[src/hdl/urde_pkg.sv]
// Shared types, codes and stream field widths for the UART register datagram engine.
// No dependencies; imported by the engine top level, urde_crc and urde_checker.
package urde_pkg;

  localparam int RX_CAPACITY_DEF = 16;
  localparam int FRAME_LEN       = 8;
  localparam int REQ_LEN         = 4;
  localparam logic [7:0] CRC_POLY = 8'h07;

  localparam int IN_TDATA_W  = 56;
  localparam int IN_TUSER_W  = 2;
  localparam int OUT_TDATA_W = 48;
  localparam int OUT_TUSER_W = 1;
  localparam int CFG_IDX_W   = 1;
  localparam int CFG_DATA_W  = 8;

  typedef enum logic [1:0] {
    OP_WRITE   = 2'd0,
    OP_READ    = 2'd1,
    OP_RX_BYTE = 2'd2,
    OP_END     = 2'd3
  } op_e;

  typedef enum logic [1:0] {
    ST_OK        = 2'd0,
    ST_TIMEOUT   = 2'd1,
    ST_BAD_FRAME = 2'd2
  } status_e;

  typedef enum logic [CFG_IDX_W-1:0] {
    CFG_SYNC   = 1'b0,
    CFG_MASTER = 1'b1
  } cfg_reg_e;

  localparam logic KIND_TX     = 1'b0;
  localparam logic KIND_REPORT = 1'b1;

endpackage

[src/hdl/uart_register_datagram_engine.sv]
// UART register datagram engine top level: sequencer, shared CRC unit, receive window RAM.
// Depends on urde_pkg, urde_crc, urde_ram.
//
// Channel | Direction | Contents
// s_axis  | in        | tuser: operation; tdata: node, register, write value, rx byte
// m_axis  | out       | tuser: kind; tdata: tx byte, read value, status; tlast: last
// cfg     | in        | we/idx/data: sync byte (0), master address (1)
//
// Write request: accepted, then 8 bytes, one per cycle while m_axis takes them.
// Read request: accepted, then 4 bytes. End of reply: accepted, then 1 report.
// Received byte: stored in the window RAM; with 8 or more bytes stored and no frame found yet,
// a scan walks the last 8 bytes through the RAM read port and the CRC unit.
// Reset: control state clears at once, no clearing pass. A stalled m_axis holds the sequencer.
module uart_register_datagram_engine #(
  parameter int RX_CAPACITY = urde_pkg::RX_CAPACITY_DEF
) (
  input  logic                               clk_i,
  input  logic                               rst_ni,
  input  logic                               s_axis_tvalid_i,
  output logic                               s_axis_tready_o,
  // [7:0] node_address, [14:8] register_index, [46:15] write_value, [54:47] rx_byte
  input  logic [urde_pkg::IN_TDATA_W-1:0]    s_axis_tdata_i,
  // [1:0] operation
  input  logic [urde_pkg::IN_TUSER_W-1:0]    s_axis_tuser_i,
  output logic                               m_axis_tvalid_o,
  input  logic                               m_axis_tready_i,
  // [7:0] tx_byte, [39:8] read_value, [41:40] status
  output logic [urde_pkg::OUT_TDATA_W-1:0]   m_axis_tdata_o,
  // [0] kind
  output logic [urde_pkg::OUT_TUSER_W-1:0]   m_axis_tuser_o,
  output logic                               m_axis_tlast_o,
  input  logic                               cfg_we_i,
  input  logic [urde_pkg::CFG_IDX_W-1:0]     cfg_idx_i,
  input  logic [urde_pkg::CFG_DATA_W-1:0]    cfg_data_i
);
  import urde_pkg::*;

  localparam int AW = $clog2(RX_CAPACITY);
  localparam int CW = $clog2(RX_CAPACITY + 1);

  typedef enum logic [1:0] {
    S_IDLE,
    S_TX,
    S_SCAN,
    S_REPORT
  } state_e;

  state_e          state_q;
  logic [7:0]      sync_q;
  logic [7:0]      master_q;
  logic [2:0]      idx_q;
  logic [2:0]      last_idx_q;
  logic [7:0]      crc_q;
  logic [7:0]      node_q;
  logic [7:0]      regb_q;
  logic [31:0]     value_q;
  logic [3:0]      sk_q;
  logic [AW-1:0]   base_q;
  logic            match_q;
  logic [31:0]     shift_q;
  logic [CW-1:0]   count_q;
  logic [6:0]      exp_reg_q;
  logic            found_q;
  logic [31:0]     captured_q;
  logic            m_valid_q;
  logic [OUT_TDATA_W-1:0] m_tdata_q;
  logic            m_tuser_q;
  logic            m_tlast_q;

  op_e             in_op;
  logic [7:0]      in_node;
  logic [6:0]      in_reg;
  logic [31:0]     in_value;
  logic [7:0]      in_rx;
  logic            accept;
  logic            out_free;
  logic            out_load;
  logic            has_room;
  logic [CW-1:0]   count_inc;
  logic            ram_we;
  logic [AW-1:0]   ram_raddr;
  logic [7:0]      ram_rdata;
  logic [7:0]      tx_byte;
  logic [7:0]      crc_byte;
  logic [7:0]      crc_next;
  logic [2:0]      pos;

  assign in_op    = op_e'(s_axis_tuser_i);
  assign in_node  = s_axis_tdata_i[7:0];
  assign in_reg   = s_axis_tdata_i[14:8];
  assign in_value = s_axis_tdata_i[46:15];
  assign in_rx    = s_axis_tdata_i[54:47];

  assign s_axis_tready_o = (state_q == S_IDLE);
  assign accept    = s_axis_tvalid_i && s_axis_tready_o;
  assign out_free  = !m_valid_q || m_axis_tready_i;
  assign out_load  = out_free && ((state_q == S_TX) || (state_q == S_REPORT));
  assign has_room  = count_q < CW'(RX_CAPACITY);
  assign count_inc = count_q + CW'(1);
  assign ram_we    = accept && (in_op == OP_RX_BYTE) && has_room;
  assign ram_raddr = base_q + AW'(sk_q[2:0]);
  assign pos       = 3'(sk_q - 4'd1);

  always_comb begin
    unique case (idx_q)
      3'd0:    tx_byte = sync_q;
      3'd1:    tx_byte = node_q;
      3'd2:    tx_byte = regb_q;
      3'd3:    tx_byte = value_q[31:24];
      3'd4:    tx_byte = value_q[23:16];
      3'd5:    tx_byte = value_q[15:8];
      3'd6:    tx_byte = value_q[7:0];
      default: tx_byte = 8'd0;
    endcase
    if (idx_q == last_idx_q) begin
      tx_byte = crc_q;
    end
  end

  assign crc_byte = (state_q == S_TX) ? tx_byte : ram_rdata;

  urde_crc u_crc (
    .crc_i  (crc_q),
    .byte_i (crc_byte),
    .crc_o  (crc_next)
  );

  urde_ram #(
    .WIDTH (8),
    .DEPTH (RX_CAPACITY)
  ) u_window (
    .clk_i   (clk_i),
    .we_i    (ram_we),
    .waddr_i (count_q[AW-1:0]),
    .wdata_i (in_rx),
    .raddr_i (ram_raddr),
    .rdata_o (ram_rdata)
  );

  always_ff @(posedge clk_i or negedge rst_ni) begin
    if (!rst_ni) begin
      state_q    <= S_IDLE;
      sync_q     <= 8'd5;
      master_q   <= 8'd255;
      idx_q      <= '0;
      last_idx_q <= '0;
      crc_q      <= '0;
      node_q     <= '0;
      regb_q     <= '0;
      value_q    <= '0;
      sk_q       <= '0;
      base_q     <= '0;
      match_q    <= 1'b0;
      shift_q    <= '0;
      count_q    <= '0;
      exp_reg_q  <= '0;
      found_q    <= 1'b0;
      captured_q <= '0;
      m_valid_q  <= 1'b0;
      m_tdata_q  <= '0;
      m_tuser_q  <= KIND_TX;
      m_tlast_q  <= 1'b0;
    end else begin
      if (cfg_we_i) begin
        if (cfg_idx_i == CFG_SYNC) begin
          sync_q <= cfg_data_i;
        end else begin
          master_q <= cfg_data_i;
        end
      end

      if (m_axis_tready_i && !out_load) begin
        m_valid_q <= 1'b0;
      end

      unique case (state_q)
        S_IDLE: begin
          if (accept) begin
            crc_q <= '0;
            idx_q <= '0;
            unique case (in_op)
              OP_WRITE: begin
                node_q     <= in_node;
                regb_q     <= {1'b1, in_reg};
                value_q    <= in_value;
                last_idx_q <= 3'(FRAME_LEN - 1);
                state_q    <= S_TX;
              end
              OP_READ: begin
                node_q     <= in_node;
                regb_q     <= {1'b0, in_reg};
                last_idx_q <= 3'(REQ_LEN - 1);
                count_q    <= '0;
                found_q    <= 1'b0;
                captured_q <= '0;
                exp_reg_q  <= in_reg;
                state_q    <= S_TX;
              end
              OP_RX_BYTE: begin
                if (has_room) begin
                  count_q <= count_inc;
                  if (!found_q && count_inc >= CW'(FRAME_LEN)) begin
                    base_q  <= AW'(count_inc - CW'(FRAME_LEN));
                    sk_q    <= '0;
                    match_q <= 1'b1;
                    state_q <= S_SCAN;
                  end
                end
              end
              OP_END: begin
                state_q <= S_REPORT;
              end
            endcase
          end
        end
        S_TX: begin
          if (out_free) begin
            m_valid_q <= 1'b1;
            m_tuser_q <= KIND_TX;
            m_tdata_q <= {6'd0, ST_OK, 32'd0, tx_byte};
            m_tlast_q <= (idx_q == last_idx_q);
            crc_q     <= crc_next;
            idx_q     <= idx_q + 3'd1;
            if (idx_q == last_idx_q) begin
              state_q <= S_IDLE;
            end
          end
        end
        S_SCAN: begin
          sk_q <= sk_q + 4'd1;
          if (sk_q != 4'd0) begin
            unique case (pos)
              3'd0: if (ram_rdata != sync_q) match_q <= 1'b0;
              3'd1: if (ram_rdata != master_q) match_q <= 1'b0;
              3'd2: if (ram_rdata != {1'b0, exp_reg_q}) match_q <= 1'b0;
              3'd3, 3'd4, 3'd5, 3'd6: shift_q <= {shift_q[23:0], ram_rdata};
              default: begin
                if (match_q && ram_rdata == crc_q) begin
                  found_q    <= 1'b1;
                  captured_q <= shift_q;
                end
                state_q <= S_IDLE;
              end
            endcase
            if (pos != 3'd7) begin
              crc_q <= crc_next;
            end
          end
        end
        S_REPORT: begin
          if (out_free) begin
            m_valid_q <= 1'b1;
            m_tuser_q <= KIND_REPORT;
            m_tlast_q <= 1'b1;
            priority if (count_q == '0) begin
              m_tdata_q <= {6'd0, ST_TIMEOUT, 32'd0, 8'd0};
            end else if (found_q) begin
              m_tdata_q <= {6'd0, ST_OK, captured_q, 8'd0};
            end else begin
              m_tdata_q <= {6'd0, ST_BAD_FRAME, 32'd0, 8'd0};
            end
            state_q <= S_IDLE;
          end
        end
        default: state_q <= S_IDLE;
      endcase
    end
  end

  assign m_axis_tvalid_o = m_valid_q;
  assign m_axis_tdata_o  = m_tdata_q;
  assign m_axis_tuser_o  = m_tuser_q;
  assign m_axis_tlast_o  = m_tlast_q;

endmodule

[src/hdl/urde_ram.sv]
// Generic single-write, single-read RAM with registered read data.
// No dependencies.
module urde_ram #(
  parameter int WIDTH = 8,
  parameter int DEPTH = 16
) (
  input  logic                     clk_i,
  input  logic                     we_i,
  input  logic [$clog2(DEPTH)-1:0] waddr_i,
  input  logic [WIDTH-1:0]         wdata_i,
  input  logic [$clog2(DEPTH)-1:0] raddr_i,
  output logic [WIDTH-1:0]         rdata_o
);

  logic [WIDTH-1:0] mem_q [DEPTH];
  logic [WIDTH-1:0] rdata_q;

  always_ff @(posedge clk_i) begin
    if (we_i) begin
      mem_q[waddr_i] <= wdata_i;
    end
    rdata_q <= mem_q[raddr_i];
  end

  assign rdata_o = rdata_q;

endmodule

[src/hdl/urde_crc.sv]
// Byte-wide CRC8 step (poly 0x07, data LSB first), shared by transmit and window check.
// Depends on urde_pkg.
module urde_crc (
  input  logic [7:0] crc_i,
  input  logic [7:0] byte_i,
  output logic [7:0] crc_o
);
  import urde_pkg::*;

  always_comb begin
    logic [7:0] c;
    logic [7:0] d;
    c = crc_i;
    d = byte_i;
    for (int b = 0; b < 8; b++) begin
      if (c[7] ^ d[0]) begin
        c = {c[6:0], 1'b0} ^ CRC_POLY;
      end else begin
        c = {c[6:0], 1'b0};
      end
      d = {1'b0, d[7:1]};
    end
    crc_o = c;
  end

endmodule

[config.mk]
export PLATFORM = sky130hd
export DESIGN_NAME = uart_register_datagram_engine
export DESIGN_NICKNAME = d
export VERILOG_FILES = /design/src/hdl/urde_pkg.sv /design/src/hdl/uart_register_datagram_engine.sv /design/src/hdl/urde_ram.sv /design/src/hdl/urde_crc.sv
export SDC_FILE = /design/constraint.sdc
export NUM_CORES = 1
export LEC_CHECK = 0
export ABC_AREA = 1
export BUFFER_PORTS_ARGS = -buffer_cell sky130_fd_sc_hd__buf_2
export CORE_AREA = 2 2 158 160
export DETAILED_ROUTE_END_ITERATION = 6
export DIE_AREA = 0 0 160 162
export GPL_ROUTABILITY_DRIVEN = 0
export GPL_TIMING_DRIVEN = 0
export PLACE_DENSITY = 0.93
export SKIP_CTS_REPAIR_TIMING = 1
export SYNTH_ARGS = -nofsm -noshare
export SYNTH_HDL_FRONTEND = slang
export SYNTH_SLANG_ARGS = --single-unit
[constraint.sdc]
create_clock -name clk_i -period 7.2 [get_ports clk_i]
set_clock_uncertainty 0.2 [all_clocks]
set_input_delay 0.36 -clock clk_i [delete_from_list [all_inputs] [get_ports clk_i]]
set_output_delay 0.36 -clock clk_i [all_outputs]
set_load 0.03 [all_outputs]
==> results of run 1 <==
==> placed cells by master (no fill, tap or decap), drive strengths merged <==
master / instances
nand2: 328
dfrtp: 199
nor2: 173
o21ai: 160
inv: 145
buf: 144
edfxtp: 128
clkbuf: 100
nand3: 85
dlygate4sd3: 56
mux2: 39
o32ai: 32
o22ai: 29
ha: 23
xnor2: 15
a21oi: 12
xor2: 11
nor3: 11
dfstp: 10
nand2b: 8
a31oi: 8
a32o: 8
dfxtp: 8
nand4: 8
conb: 6
clkinv: 6
diode: 5
or2: 3
nor4: 2
o2111ai: 2
bufinv: 2
and3: 1
or3: 1
nand3b: 1
o211ai: 1
fa: 1
==> stage by stage <==
| stage | hold slack [ps] | area (sq um) |
|---|---|---|
| global route | 6.031 | 17940 |
| CTS | -269.6 | 17370 |
| floorplan | -135.6 | 15210 |
| global placement | 258.3 | 16200 |
| detailed placement | 261.5 | 16240 |
| finish | -7.299 | 17940 |
==> path summary, 6_finish.rpt <==
path	from	to	slack, ps	depth (start not counted)
worst max-delay path	state_q[0]	u_window.mem_q[3][7]	3770	6
min in group asynchronous	rst_ni	m_axis_tdata_o[26]	280	2
max in group asynchronous	rst_ni	sync_q[2]	5560	3
worst min-delay path	cfg_data_i[4]	master_q[4]	-7	3
worst min register to register	m_axis_tdata_o[15]	m_axis_tdata_o[15]	280	2
worst max register to register	state_q[0]	u_window.mem_q[3][7]	3770	6
==> layer usage <==
layer | up-vias | wire (microns) | GRT usage
met2 | 1219 | 21960 | 0.5311
met5 | - | 23 | 0
met3 | 352 | 5516 | 0.05184
li1 | 5525 | - | -
met1 | 6188 | 14970 | 0.3846
met4 | 4 | 3454 | 0.1466
==> registers in the layout, summed over array words and instances (netlist names), 2 cells and up <==
signal            cells
sk_q                  4
u_window.mem_q      128
base_q                4
m_axis_tdata_o       42
exp_reg_q             7
master_q              8
count_q               5
sync_q                8
crc_q                 8
node_q                8
regb_q                8
shift_q              32
value_q              32
captured_q           32
state_q               2
u_window.rdata_o      8
idx_q                 3
==> cells by family (layout without fill, tap and decap cells) <==
logic type	Yosys count	in the layout	share of synthesized area
muxes	39	39	0.02891
DFF	345	345	0.6086
and+or+nand+nor	621	621	0.1701
AOI/OAI and AO/OA	252	252	0.09800
other	1	11	0.0002468
xor gates and xnor gates	26	26	0.01548
adders and majority gates	24	24	0.02026
buffers and inverters	219	453	0.05847
==> power by group <==
part	internal [mW]	total [mW]	leakage (nW)	switching [mW]
Sequential	2.48	2.80	3.90	0.322
Clock	1.07	1.85	0.550	0.779
Combinational	1.06	3.35	3.50	2.29
==> cell type report <==
class	count	area, sq um	area share
clock inverter	6	93.84	0.005231
multi-input combinational	968	5077	0.2830
clock buffer	55	1037	0.05782
antenna	5	12.51	0.0006974
tap	324	405.4	0.02260
sequential	345	9246	0.5154
inverter	147	556.8	0.03104
buffer	72	331.6	0.01848
timing repair buffer	173	1179	0.06570
==> worst max-delay path: stages (launching register included) <==
cell and delay (ps):
dfrtp_1 430, inv_1 150, ha_1 420, nand2_1 230
nor3_4 400, inv_4 140, nor3_1 1040
==> out/metrics.yaml, run 1 <==
core_area_sq_mm: 0.02411
grt_overflow: 0
period_needed_ps: 3427
status: "finished with violations"
yosys-top-cells-area: "dfrtp_1 33%, edfxtp_1 25%, nand2_1 8.0%"
routed_wl_microns: 45920
dp.cells: 1973
grtUsageTotal: 0.3084
cts_root_buf: "clkbuf_16"
hpwl_microns: 26600
clock_latency_ps: 530
drc: 0
peakVddDrop_mv: 0.2819
die_h_microns: 162
slew_headroom: 0.09581
yosysTopAreaCell: "dfrtp_1"
dieArea_sq_mm: 0.02592
finalCritPeriodShare: 0.4760
ys_seq_area_frac: 0.6086
ios: 124
fmax_ghz: 0.2918
crit_type: "reg2reg"
leakage_nw: 7.954
final_util: 0.7442
end_kind: "flop"
cp-start-kind: "flop"
final.setup.tns_ps: 0
rsz0062_at_grt: "no"
drive_gt1_frac: 0.1484
clock_path_buffers: 3
antenna_found_initial: 7
fp.dieW_microns: 160
tightestPinTransition_ps: 1346
cts_tree: "built"
grt_pass1_wl_microns: 63110
ys_types: 49
synth_top_area_share: 0.3278
power_mw: 7.994
p_per_area_mw_per_mm2: 445.6
viasPerCell: 6.343
violations: "hold timing"
drt-initial-drc-count: 2251
synthFlopType: "dfrtp_1"
cts_buffers: 36
whs_ps: -7.299
yosysWarningCount: 0
vias: 13288
routedWlPerCell_microns: 21.92
syn_to_final_growth_pct: 18.08
synth_edf_count: 128
rows: 57
initial_core_util: 0.6303
path_clk_slew_ps: 60
avgSynthCellArea_sq_um: 9.950
synthCells: 1527
required_ps: 7120
finalWorstSetupSlack_ps: 3773
setup_viol: 0
cts_sinks: 345
stdcell_count: 2095
hold_class: "in2reg"
hold_violations: 1
nFillCells: 1417
synth_area_sq_mm: 0.01519
async_flop_share: 0.6058
yosysMostFrequentCell: "nand2_1"
dp_slack_ps: 3959
antenna_left: 0
worstPathMaxFanout: 8
portBuffers: 116
grt_pass1_vias: 12267
dr.pass1.iters: 7
cp.arrival_ps: 3350
nets: 1839
grt_max_degree: 113
yosys-top-cells-count: "323 x nand2_1, 199 x dfrtp_1, 171 x nor2_1"
maxCapViolations: 0
synth-seq-cells: 345
drv_slew: 0
htree_levels: 2
Note: power is estimated with default switching activity, not from simulation.
==> run 2, diff against run 1 <==
--- a/config.mk
+++ b/config.mk
@@ -7,12 +7,12 @@
 export LEC_CHECK = 0
 export ABC_AREA = 1
 export BUFFER_PORTS_ARGS = -buffer_cell sky130_fd_sc_hd__buf_2
-export CORE_AREA = 2 2 158 160
+export CORE_AREA = 2 2 163 165
 export DETAILED_ROUTE_END_ITERATION = 6
-export DIE_AREA = 0 0 160 162
+export DIE_AREA = 0 0 165 167
 export GPL_ROUTABILITY_DRIVEN = 0
 export GPL_TIMING_DRIVEN = 0
-export PLACE_DENSITY = 0.93
+export PLACE_DENSITY = 0.89
 export SKIP_CTS_REPAIR_TIMING = 1
 export SYNTH_ARGS = -nofsm -noshare
 export SYNTH_HDL_FRONTEND = slang
==> constraint.sdc (replaced) <==
create_clock -name clk_i -period 3.6 [get_ports clk_i]
set_clock_uncertainty 0.2 [all_clocks]
set_input_delay 0.18 -clock clk_i [delete_from_list [all_inputs] [get_ports clk_i]]
set_output_delay 0.18 -clock clk_i [all_outputs]
set_load 0.03 [all_outputs]
==> out/metrics.yaml, run 2 (synthesis results as in run 1) <==
cts_buffers: 36  # unchanged
seqPwrFrac: 0.357  # +0.007
nFillCells: 1658  # +17%
crit_type: "reg2reg"
routed_wl_microns: 42120  # -8.3%
viasPerCell: 6.019  # -5.1%
largest-register: "u_window.mem_q"
hold_class: "in2async"
grt_pass1_vias: 11696  # -4.7%
finalCritPeriodShare: 0.9136  # +0.4376
hold_violations: 0  # -1
grtUsageTotal: 0.2743  # -0.03413
core_area_sq_mm: 0.02576  # +6.9%
vias: 12767  # -3.9%
htree_levels: 2  # unchanged
reg2reg_from: "state_q[1]"
syn_to_final_growth_pct: 19.13
clock_path_buffers: 3  # unchanged
drive_gt1_frac: 0.1512  # +0.002818
initial_core_util: 0.5897  # -0.04056
hpwl_microns: 26460  # -0.52%
drv_slew: 0  # unchanged
antenna_found_initial: 0  # -7
fmax_ghz: 0.3040  # +4.2%
cp-start-kind: "flop"
dr.pass1.iters: 6  # -1
cts_root_buf: "clkbuf_16"
whs_ps: 22.67  # +29.97 ps
multi_input_area_sq_mm: 0.005077  # unchanged
ios: 124  # unchanged
worstPathMaxFanout: 8  # unchanged
antennaDiodeCount: 0  # -5
nets: 1857  # +0.98%
rows: 59  # +3.5%
cp.arrival_ps: 3220  # -130 ps
dieArea_sq_mm: 0.02756  # +6.3%
clock_latency_ps: 520  # about the same
fp.dieW_microns: 165  # +3.1%
largest_reg_flops: 128  # unchanged
reg2reg_depth: 6  # unchanged
drt-initial-drc-count: 1901  # -16%
fin_area_sq_mm: 0.01810  # +0.89%
setup_viol: 0  # unchanged
antenna_left: 0  # unchanged
reg2reg_to: "u_window.mem_q[11][1]"
stdcell_count: 2121  # +1.2%
dp_slack_ps: 335.3  # -3624 ps
drc: 0  # unchanged
tightestPinTransition_ps: 1183  # -162.7 ps
grt_pass1_wl_microns: 59570  # -5.6%
routedWlPerCell_microns: 19.86  # -9.4%
dp.cells: 1984  # +0.56%
worst-r2r-setup-slack_ps: 310  # -3460 ps
peakVddDrop_mv: 0.5494  # +95%
die_h_microns: 167  # +3.1%
comb_power_share: 0.415  # -0.004
maxCapViolations: 0  # unchanged
period_needed_ps: 3289  # -138.4 ps
rsz0062_at_grt: "no"
leakage_nw: 8.036  # +1.0%
p_int_mw: 9.117  # +98%
status: "completed"
p_sw_mw: 6.445  # +90%
portBuffers: 116  # unchanged
slew_headroom: 0.2051  # +0.1093
register_area_sq_mm: 0.009246  # unchanged
cts_sinks: 345  # unchanged
final_cell_mix: "323 x nand2_1, 199 x dfrtp_1, 171 x nor2_1"
clkPwrFrac: 0.228  # -0.003
required_ps: 3530  # -3590 ps
grt_max_degree: 127  # +12%
switching_share: 0.4142  # -0.009542
cts_tree: "built"
finalWorstSetupSlack_ps: 311.0  # -3462 ps
end_kind: "flop"
path_clk_slew_ps: 60  # about the same
grt_overflow: 0  # unchanged
placed_area_sq_mm: 0.01625  # about the same
final_common_cell: "nand2_1"
p_per_area_mw_per_mm2: 859.8  # +93%
-- run 2: worst max-delay path: stages (launching register included) --
cell	delay, ps
dfrtp_1	430
inv_1	140
ha_1	480
nand2_1	230
nor3_4	380
inv_4	130
nor3_1	920
-- run 2: worst max-delay path by stage --
stage	start	cells past startpoint	end	slack [ps]
floorplan	state_q[0]	6	u_window.mem_q[11][0]	840
global placement	rst_ni	1	node_q[6]	-1120
detailed placement	state_q[0]	6	u_window.mem_q[3][2]	340
CTS	state_q[1]	6	u_window.mem_q[3][5]	310
global route	state_q[0]	6	u_window.mem_q[11][7]	170
finish	state_q[1]	6	u_window.mem_q[11][1]	310
-- run 2: power by group through the flow --
stage	registers (mW)	logic, mW	clock network (mW)
after floorplan	5.49	4.21	0
after CTS	5.47	6.09	3.54
after detailed placement	5.53	6.00	0
after global routing	5.61	7.00	3.72
after global placement	5.48	5.71	0
final	5.55	6.46	3.55
-- run 2: layout make-up --
class                      count  area share
inverter                     147     0.03076
clock inverter                15    0.006567
timing repair buffer         191     0.07480
clock buffer                  48     0.05503
multi-input combinational    968      0.2805
tap                          335     0.02316
sequential                   345      0.5109
buffer                        72     0.01832
-- run 2: per-stage QoR --
step	utilization	power (mW)	TNS, ps
5_1_grt	0.7025	16.33	0
2_1_floorplan	-	9.695	0
4_1_cts	0.6740	15.09	0
3_3_place_gp	0.6293	11.19	-219880
3_5_place_dp	0.6307	11.53	0
6_report	0.7025	15.56	0
-- run 2: per-layer routing --
layer  vias up  wire length (microns)  track usage  part of all wire
li1       5582                      -            -                 -
met1      6101                  15050       0.3568              0.36
met2       862                  20850       0.4661              0.50
met3       222                   4075      0.04832             0.097
met4         0                   2143      0.09074             0.051
met5         -                      0            0                 0
